===== config.mk =====
export PLATFORM = sky130hd
export DESIGN_NAME = tlqe_emit
export DESIGN_NICKNAME = d
export VERILOG_FILES = /design/src/hw/rtl/tlqe_pkg.sv /design/src/hw/rtl/tlqe_emit.sv
export SDC_FILE = /design/constraint.sdc
export NUM_CORES = 1
export LEC_CHECK = 0
export BUFFER_PORTS_ARGS = -buffer_cell sky130_fd_sc_hd__buf_2
export CAP_MARGIN = 0
export CORE_MARGIN = 5
export CORE_UTILIZATION = 51
export DETAILED_ROUTE_END_ITERATION = 10
export GPL_ROUTABILITY_DRIVEN = 0
export PLACE_DENSITY = 0.74
export SYNTH_ARGS = -nofsm -noshare
export SYNTH_HDL_FRONTEND = slang
export SYNTH_SLANG_ARGS = --single-unit

===== constraint.sdc =====
create_clock -name aclk -period 8.1 [get_ports aclk]
set_input_delay 0.81 -clock aclk [delete_from_list [all_inputs] [get_ports aclk]]
set_output_delay 0.81 -clock aclk [all_outputs]
set_load 0.05 [all_outputs]

===== src/hw/rtl/tlqe_pkg.sv =====
// Shared types, widths and constants of the thick line quad expander.
package tlqe_pkg;

    // Screen coordinates in Q.8, wide enough for any camera offset and scale
    localparam int CW     = 37;
    localparam int HW_W   = 24;           // half width in Q.8 pixels
    localparam int NU_W   = 30;           // normalized delta magnitude
    localparam int SQ_W   = 61;           // sum of squares
    localparam int RT_W   = 62;           // square root working register
    localparam int LEN_W  = 31;           // square root result
    localparam int NUM_W  = 55;           // u * hw + len / 2
    localparam int Q_W    = 25;           // normal component magnitude
    localparam int SQ_STEPS = 31;
    localparam int NORM_MSB = 29;

    localparam logic [16:0]     PPM_MIN        = 17'd1024;
    localparam logic [16:0]     PPM_MAX        = 17'd102400;
    localparam logic [HW_W-1:0] MIN_HALF_WIDTH = 24'd154;
    localparam logic [2:0]      LAST_VTX       = 3'd5;

    // Configuration register indexes
    localparam logic [2:0] REG_CAMERA_X         = 3'd0;
    localparam logic [2:0] REG_CAMERA_Y         = 3'd1;
    localparam logic [2:0] REG_PIXELS_PER_METER = 3'd2;
    localparam logic [2:0] REG_SCREEN_WIDTH     = 3'd3;
    localparam logic [2:0] REG_SCREEN_HEIGHT    = 3'd4;

    typedef struct packed {
        logic signed [31:0] start_x;
        logic signed [31:0] start_y;
        logic signed [31:0] end_x;
        logic signed [31:0] end_y;
        logic [23:0]        line_width;
        logic [31:0]        start_color;
        logic [31:0]        end_color;
    } seg_in_t;

    typedef struct packed {
        logic signed [31:0] vertex_x;
        logic signed [31:0] vertex_y;
        logic [31:0]        vertex_color;
        logic               last_vertex;
    } vertex_t;

    typedef struct packed {
        logic signed [31:0] camera_x;
        logic signed [31:0] camera_y;
        logic [16:0]        pixels_per_meter;
        logic [13:0]        screen_width;
        logic [13:0]        screen_height;
    } cfg_t;

    // Endpoints and colors that ride along with the normal computation
    typedef struct packed {
        logic signed [CW-1:0] ax;
        logic signed [CW-1:0] ay;
        logic signed [CW-1:0] bx;
        logic signed [CW-1:0] by;
        logic [31:0]          c1;
        logic [31:0]          c2;
        logic                 nx_neg;
        logic                 ny_neg;
    } side_t;

    typedef struct packed {
        side_t           side;
        logic [HW_W-1:0] hw;
        logic [NU_W-1:0] ux;
        logic [NU_W-1:0] uy;
    } norm_t;

    typedef struct packed {
        norm_t            n;
        logic [LEN_W-1:0] len;
    } len_t;

    typedef struct packed {
        side_t              side;
        logic signed [Q_W:0] nx;
        logic signed [Q_W:0] ny;
    } geom_t;

endpackage


===== src/hw/rtl/tlqe_emit.sv =====
// Vertex sequencer: holds one segment and sends its six vertices through an output register.
module tlqe_emit (
    input  logic            aclk,
    input  logic            aresetn,
    input  logic            in_valid,
    input  tlqe_pkg::geom_t in_data,
    output logic            can_load,
    output logic            m_valid,
    input  logic            m_ready,
    output tlqe_pkg::vertex_t m_data
);
    import tlqe_pkg::*;

    logic        busy_reg, busy_next;
    logic [2:0]  cnt_reg, cnt_next;
    geom_t       g_reg;
    logic        m_valid_reg, m_valid_next;
    vertex_t     m_data_reg, vtx;
    logic        out_free, load, send;
    logic        use_b, neg;
    logic signed [CW-1:0] bx, by;
    logic signed [Q_W:0]  ox, oy;
    logic signed [CW+1:0] sx, sy;

    assign out_free = !m_valid_reg || m_ready;
    assign send     = busy_reg && out_free;
    assign can_load = !busy_reg || (out_free && cnt_reg == LAST_VTX);
    assign load     = in_valid && can_load;

    // pick endpoint and sign of the normal for this vertex
    always_comb begin
        case (cnt_reg)
            3'd0:    begin use_b = 1'b0; neg = 1'b0; end
            3'd1:    begin use_b = 1'b0; neg = 1'b1; end
            3'd2:    begin use_b = 1'b1; neg = 1'b1; end
            3'd3:    begin use_b = 1'b0; neg = 1'b0; end
            3'd4:    begin use_b = 1'b1; neg = 1'b1; end
            default: begin use_b = 1'b1; neg = 1'b0; end
        endcase
        bx = use_b ? g_reg.side.bx : g_reg.side.ax;
        by = use_b ? g_reg.side.by : g_reg.side.ay;
        ox = neg ? -g_reg.nx : g_reg.nx;
        oy = neg ? -g_reg.ny : g_reg.ny;
        sx = (CW+2)'(bx) + (CW+2)'(ox) - (CW+2)'(128);
        sy = (CW+2)'(by) + (CW+2)'(oy) - (CW+2)'(128);
        // saturate to the signed 32 bit range
        if (sx > (CW+2)'(32'sh7FFFFFFF)) begin
            vtx.vertex_x = 32'sh7FFFFFFF;
        end else if (sx < -(CW+2)'(33'sh080000000)) begin
            vtx.vertex_x = 32'sh80000000;
        end else begin
            vtx.vertex_x = 32'(sx);
        end
        if (sy > (CW+2)'(32'sh7FFFFFFF)) begin
            vtx.vertex_y = 32'sh7FFFFFFF;
        end else if (sy < -(CW+2)'(33'sh080000000)) begin
            vtx.vertex_y = 32'sh80000000;
        end else begin
            vtx.vertex_y = 32'(sy);
        end
        vtx.vertex_color = use_b ? g_reg.side.c2 : g_reg.side.c1;
        vtx.last_vertex  = (cnt_reg == LAST_VTX);
    end

    always_comb begin
        busy_next    = busy_reg;
        cnt_next     = cnt_reg;
        m_valid_next = m_valid_reg && !m_ready;
        if (send) begin
            m_valid_next = 1'b1;
            cnt_next     = cnt_reg + 3'd1;
            if (cnt_reg == LAST_VTX) begin
                busy_next = 1'b0;
            end
        end
        if (load) begin
            busy_next = 1'b1;
            cnt_next  = '0;
        end
    end

    always_ff @(posedge aclk) begin
        if (!aresetn) begin
            busy_reg    <= 1'b0;
            cnt_reg     <= '0;
            m_valid_reg <= 1'b0;
        end else begin
            busy_reg    <= busy_next;
            cnt_reg     <= cnt_next;
            m_valid_reg <= m_valid_next;
        end
    end

    // hold the segment and the outgoing vertex
    always_ff @(posedge aclk) begin
        if (load) begin
            g_reg <= in_data;
        end
        if (send) begin
            m_data_reg <= vtx;
        end
    end

    assign m_valid = m_valid_reg;
    assign m_data  = m_data_reg;

    a_cnt_range: assert property (@(posedge aclk) disable iff (!aresetn)
        busy_reg |-> cnt_reg <= LAST_VTX)
        else $error("vertex counter out of range");

    a_load_start: assert property (@(posedge aclk) disable iff (!aresetn)
        load |=> busy_reg && cnt_reg == 3'd0)
        else $error("segment load did not restart the sequence");

    a_no_early_load: assert property (@(posedge aclk) disable iff (!aresetn)
        (busy_reg && cnt_reg != LAST_VTX) |-> !load)
        else $error("segment loaded before the last vertex was sent");

endmodule


==> run metrics, run 1 <==
max cap viols 0; Tmin final 6.69 ns; Crit Path Max Fanout 23; WP data required 8.49 ns; gr ovfl total 0; Detailed Route Iter0 Violations between 900 and 1,000; Slew HR 0.253; Post-route DRC 0; chip width about 200 µm; Synthesis Warnings 0; initial antenna violation count 2; hold_buf cts 0; Worst EP arrival 7.08 ns; number of H-tree levels 2; WL final 46,100 µm; fin. max-slew vios 0; Min Hold Slack 0.422 ns; Post-synth EDFFs 361; post-CTS setup buffer count 0; Max Clk Rate 150 MHz; Worst Tran Pin Value 1.12 ns; post-CTS resize count 0; Mapped Area 19,200 µm²; Tot GR Track Use 0.217; DR vias/cell about 5.5; Seq pwr share 0.320; share of cells above drive strength 1 0.274; # clock sinks 366; kind of critical path register to register; largest net degree at the start of global routing 149; Worst Min Path Start in_data[117]; Power Total around 0.0078 W; endpoints failing setup 0; Synth area leader edfxtp_1; R2R Setup Slk ~1.4 ns; Logic pwr share 0.448; Worst setup EP type register; Post-DP HPWL 35,100 µm; total CTS buffers 38; Post-layout nets roughly 2,300; Syn Nets 1,939; Pre-Repair DR Iteration Count 6; Leak Pwr 9.14 nW; number of diodes 0; CP startpoint kind register; initial core utilization 0.513; FP Rows 71; #FFs+latches synth 366; worst skew pair latency 0.56 ns; ys async rst share 0; outcome completed; Fin Setup TNS 0 ns; Inst Count DP around 2,400; Post-synth top cells 361 x edfxtp_1, 131 x ha_1, 116 x nand2_1, 109 x inv_1, 94 x a21oi_1; die area 41,700 µm²; via count 13,355; average size of a mapped cell 12.5 µm²; Port-buffer cells 366; Non-Filler Instances 2,447; Yosys cell types roughly 70; drt wl/cell ~19 µm; Hold EP g_reg[117]; period utilization 0.825; Area contributors post-synth edfxtp_1 56%, ha_1 8.5%, xnor2_1 4.0%; most common cell in the netlist edfxtp_1; final hold viol count 0; Cells after Synth 1,536; Routed Antenna Nets 0; worst r2r dst m_data[81]; fill count 2,971; register area share after synthesis 0.569; first-pass GRT wire length a little over 70,000 µm; IO Count 369; Die H between 200 and 250 µm; cell count of the worst reg-to-reg path 22; RSZ-0062 raised after global routing false; Synth top area share 0.564; Max VDD drop 238 µV; most common flop cell mapped by yosys edfxtp_1; Cell Pwr Density 338 nW/µm²; clock buffer depth 3; Root Driver clkbuf_16; Clock Skew 0.0107 ns; hold depth 1; vias in the first global route approximately 13,000; Clk network pwr share 0.232; worst r2r src g_reg[28]; CTS tree done; P_sw 0.00309 W; Layout area overhead 19.3%; area of the core about 37,000 µm²; Hold Crit Class primary input to register; max FFs per register 264; switch share 0.398; clk slew on worst S/H paths 0.06 ns; P_int 0.00466 W
[kinds of logic (layout without fill, tap and decap cells)]
logic type,after synthesis,after routing,synth area share
flops,366,366,0.569
compound gates,349,349,0.116
simple gates,290,290,0.0742
buf+inv,155,555,0.0327
xor+xnor,136,136,0.0619
fa+ha+maj,133,133,0.0873
mux,107,107,0.0588
[power by group through the flow]
stage          clock (W)  sequential [W]  combinational, W
4_1_cts          0.00185         0.00249           0.00345
3_5_place_dp           0         0.00253           0.00342
2_1_floorplan          0         0.00295           0.00221
6_report         0.00180         0.00248           0.00347
3_3_place_gp           0         0.00252           0.00336
5_1_grt          0.00193         0.00250           0.00378
[area by class of cell]
cell class	instances	area (µm²)	area share
tap	511	639	0.0279
sequential	366	10900	0.477
timing repair buffer	378	1950	0.0849
multi-input combinational	1015	7710	0.336
inverter	109	409	0.0178
clock buffer	47	985	0.0429
clock inverter	21	304	0.0133
[critical path: stages, from the launching register on]
cell and delay (ns):
edfxtp_1 0.40, or3_1 0.41, or3_1 0.41, nand2b_1 0.24
nor3_1 0.40, nand2_1 0.12, nand2_1 0.22, o21ai_1 0.16
xnor2_2 0.15, buf_4 0.29, xnor2_1 0.12, ha_1 0.43
nand4_1 0.20, nor3_1 0.27, nand2b_1 0.14, nor4b_1 0.39
nor2_1 0.17, o211ai_1 0.23, xor2_1 0.16, nor4_2 0.75
a21oi_2 0.32, buf_4 0.31, o21ai_1 0.18
[metrics by stage]
stage / instance area (µm²) / util / setup slack [ns]
2_1_floorplan: 19200 / - / 1.97
5_1_grt: 22900 / 0.612 / 0.864
3_5_place_dp: 21600 / 0.577 / 1.59
4_1_cts: 22900 / 0.612 / 1.58
3_3_place_gp: 21600 / 0.577 / 1.70
6_report: 22900 / 0.612 / 1.41
[per-layer routing]
metal,up-vias,routed length [µm],GRT usage
met4,4,1220,0.0672
met2,488,21900,0.359
met1,6345,19000,0.282
li1,6438,-,-
met5,-,21,0
met3,80,3970,0.0571
[worst max path at each step]
stage / from / to / slack, ns
2_1_floorplan: m_ready / cnt_reg[2] / 1.97
3_3_place_gp: cnt_reg[0] / m_data[36] / 1.70
3_5_place_dp: cnt_reg[1] / m_data[33] / 1.59
4_1_cts: cnt_reg[1] / m_data[43] / 1.58
5_1_grt: g_reg[28] / m_data[92] / 0.86
6_report: g_reg[28] / m_data[81] / 1.41
[layout by cell type (no fill, tap or decap), types with 6 or more instances in the layout]
cell	count
a211oi_1	13
nor2b_1	9
o21a_1	18
nand3_1	12
and3_1	9
buf_2	366
a21o_1	24
nand4_1	17
o211ai_1	7
o21ai_0	60
edfxtp_1	361
mux2_2	48
o21bai_1	8
ha_1	131
mux2i_1	59
clkbuf_16	38
nor2_1	50
xor2_1	49
a21oi_1	93
buf_4	10
or3_1	9
nand2b_1	15
nand2_1	116
inv_1	109
xnor2_1	85
o21ai_1	38
clkbuf_1	9
a31oi_1	10
bufinv_16	6
o21ai_2	30
o31ai_1	13
nor3_1	17
(Power assumes the default switching activity.)
==> inputs of run 2 (changes only) <==
Settings changed: ABC_AREA set to 1.
Clock period 8.1 ns to 5.87 ns, I/O delays scaled along.
==> run 2 against run 1 <==
Net effect:
- utilization decreased by 0.39 points
- count of clock-buffer cells in the layout decreased by 1
- synthesized area increased by 6.2%
- wire length increased by 4.7%
- final area increased by 5.1%
==> run metrics, run 2 <==
Crit Path Max Fanout 31 (+35%); Die H 210 µm (+2.9%); Pre-Repair DR Iteration Count 6 (unchanged); average size of a mapped cell 10.1 µm² (-20%); Min Hold Slack 0.199 ns (-0.222 ns); clock buffer depth 3 (unchanged); P_sw 0.00350 W (+13%); # clock sinks 366 (unchanged); Worst EP arrival 5.60 ns (-1.48 ns); Clk network pwr share 0.264 (+0.032); Area contributors post-synth edfxtp_1 53%, nand2_1 10%, ha_1 8.0%; initial antenna violation count 6 (+4); Cells after Synth 2,030 (+32%); Tot GR Track Use 0.215 (-0.00143); Tmin final 5.19 ns (-1.50 ns); M2 GR Usage 0.390 (+0.0314); IO Count 369 (unchanged); Logic pwr share 0.385 (-0.063); worst skew pair latency 0.56 ns (about the same); Mapped Area 20,400 µm² (+6.2%); Synth area leader edfxtp_1; total CTS buffers 38 (unchanged); Routed Antenna Nets 0 (unchanged); Layout area overhead 18.0%; Hold Crit Class primary input to register; Post-DP HPWL 37,300 µm (+6.1%); Fin Setup TNS 0 ns (unchanged); Slew HR 0.425 (+0.172); number of H-tree levels 2 (unchanged); gr ovfl total 0 (unchanged); WL final 48,200 µm (+4.7%); Synth top area share 0.531 (-0.0329); #FFs+latches synth 366 (unchanged); Post-synth EDFFs 361 (unchanged); Post-route DRC 0 (unchanged); final hold viol count 0 (unchanged); CTS tree done; commonest non-fill, non-tap cells in the layout 550 x nand2_1, 366 x buf_2, 361 x edfxtp_1; kind of critical path register to register; FP Rows 73 (+2.8%); WP data required 6.28 ns (-2.21 ns); M1 GR Usage 0.252 (-0.0302); Util after Layout 0.608 (-0.00389); Port-buffer cells 366 (unchanged); gr busiest metal met2; switch share 0.373 (-0.0256); initial core utilization 0.515 (+0.00220); Yosys cell types 45 (-35%); Leak Pwr 11.1 nW (+22%); outcome completed; chip width 210 µm (+2.9%); max FFs per register 264 (unchanged); die area 44,100 µm² (+5.9%); fill count 3,333 (+12%); most common flop cell mapped by yosys edfxtp_1; Root Driver clkbuf_16; Seq pwr share 0.351 (+0.031); Post-layout nets 2,819 (+22%); commonest non-fill, non-tap cell in the layout nand2_1; share of cells above drive strength 1 0.222 (-0.0526); RSZ-0062 raised after global routing false; fin. max-slew vios 0 (unchanged); first-pass GRT wire length 76,800 µm (+7.3%); max cap viols 0 (unchanged); Max VDD drop 255 µV (+6.9%); area of the core 39,600 µm² (+5.7%); P_int 0.00589 W (+26%); vias in the first global route 15,426 (+16%); Clock Skew 0.0236 ns (+0.0129 ns); drt wl/cell 16.2 µm (-14%); largest net degree at the start of global routing 142 (-4.7%); Syn Nets 2,433 (+25%); via count 15,060 (+13%); Synthesis Warnings 0 (unchanged); DR vias/cell 5.07 (-7.2%); ys async rst share 0 (unchanged); clk slew on worst S/H paths 0.06 ns (about the same); endpoints failing setup 0 (unchanged); most common cell in the netlist nand2_1; Worst Tran Pin Value 0.862 ns (-0.255 ns); period utilization 0.884 (+0.0584); Cell Pwr Density 390 nW/µm² (+15%); Max Clk Rate 193 MHz (+29%); Detailed Route Iter0 Violations 943 (-2.3%); Post-synth top cells 551 x nand2_1, 361 x edfxtp_1, 268 x inv_1, 152 x nor2_1, 131 x ha_1; hold_buf cts 0 (unchanged); CP startpoint kind register; Worst setup EP type register; register area share after synthesis 0.536 (-0.0332); met3 GRT Util 0.0448 (-0.0123)
-- run 2: changes by cell type in the layout (fill, tap and decap cells not counted), sizes merged, moves of 12 or more --
cell    delta
a211oi    -13
a21o      -20
a21oi     -12
inv      +157
mux2i     -12
nand2    +457
nand2b    -15
nand3     +42
nand3b    +14
nor2     +105
o21a      -18
o21ai     -85
xnor2     -45
xor2      +22
-- run 2: metal layers --
layer | vias up | routed length [µm]
li1 | 7569 | -
met2 | 434 | 24800
met1 | 6937 | 18700
met3 | 114 | 2870
met5 | - | 34
met4 | 6 | 1800
-- run 2: timing repair --
item	in CTS	in global routing
resized for setup	0	1
setup buffers	0	0
endpoints found under the setup margin	0	1
endpoints found under the hold margin	0	0
-- run 2: cell families (layout without fill, tap and decap cells) --
kind of cell / count (synthesis) / in the layout / share of synthesized area
other cells: 0 / 3 / 0
simple gates: 846 / 846 / 0.172
compound gates: 164 / 164 / 0.0445
mux: 106 / 106 / 0.0556
flops: 366 / 366 / 0.536
buf+inv: 302 / 717 / 0.0616
xor+xnor: 113 / 113 / 0.0485
fa+ha+maj: 133 / 133 / 0.0822
-- run 2: area by class of cell --
cell class	instances	area [µm²]	area share
Clock buffer	46	1040	0.0434
Inverter	269	1010	0.0420
Clock inverter	23	250	0.0104
Multi-Input combinational cell	1362	8240	0.342
Sequential cell	366	10900	0.454
Timing Repair Buffer	379	1940	0.0806
Tap cell	525	657	0.0273
Antenna cell	3	7.51	0.000312
-- run 2: final timing paths --
check	start	endpoint	slack, ns	cells past startpoint
setup / recovery	cnt_reg[1]	m_data[75]	0.68	25
hold / removal	in_data[109]	g_reg[109]	0.20	1
setup reg to reg	cnt_reg[1]	m_data[75]	0.68	25
hold reg to reg	busy_reg	m_valid	0.51	2
-- run 2: through the flow --
| stage | cells | power [W] | worst slack (ns) | area (µm²) |
|---|---|---|---|---|
| floorplan | 2030 | 0.00616 | 0.705 | 20400 |
| CTS | 2970 | 0.00943 | 0.589 | 24100 |
| detailed placement | 2901 | 0.00692 | 0.607 | 22800 |
| global placement | 2901 | 0.00685 | 0.776 | 22800 |
| finish | 2973 | 0.00939 | 0.682 | 24100 |
| global route | 2973 | 0.0100 | 0.0420 | 24100 |
-- run 2: worst max-delay path, stage by stage, from the launching register on --
cell and delay (ns):
dfxtp_1 0.39, inv_1 0.08, ha_1 0.20, o21ai_0 0.17
nand2_1 0.44, buf_4 0.40, o21ai_2 0.16, a31o_2 0.35
nand2_1 0.30, ha_1 0.38, inv_1 0.04, ha_1 0.32
nand2_1 0.09, nor2_1 0.16, nand2_1 0.10, nor4_1 0.19
nand2_1 0.15, nand2_1 0.08, nand2_1 0.07, nand2_1 0.06
nand2_1 0.06, nor2_1 0.08, nand2_1 0.06, nand2_2 0.46
nand2_1 0.13, nand2_1 0.10
-- run 2: power by group through the flow --
stage / combinational, W / sequential (W) / clock, W
5_1_grt: 0.00404 / 0.00332 / 0.00267
6_report: 0.00361 / 0.00330 / 0.00248
3_5_place_dp: 0.00357 / 0.00335 / 0
4_1_cts: 0.00359 / 0.00330 / 0.00254
3_3_place_gp: 0.00351 / 0.00334 / 0
2_1_floorplan: 0.00236 / 0.00380 / 0
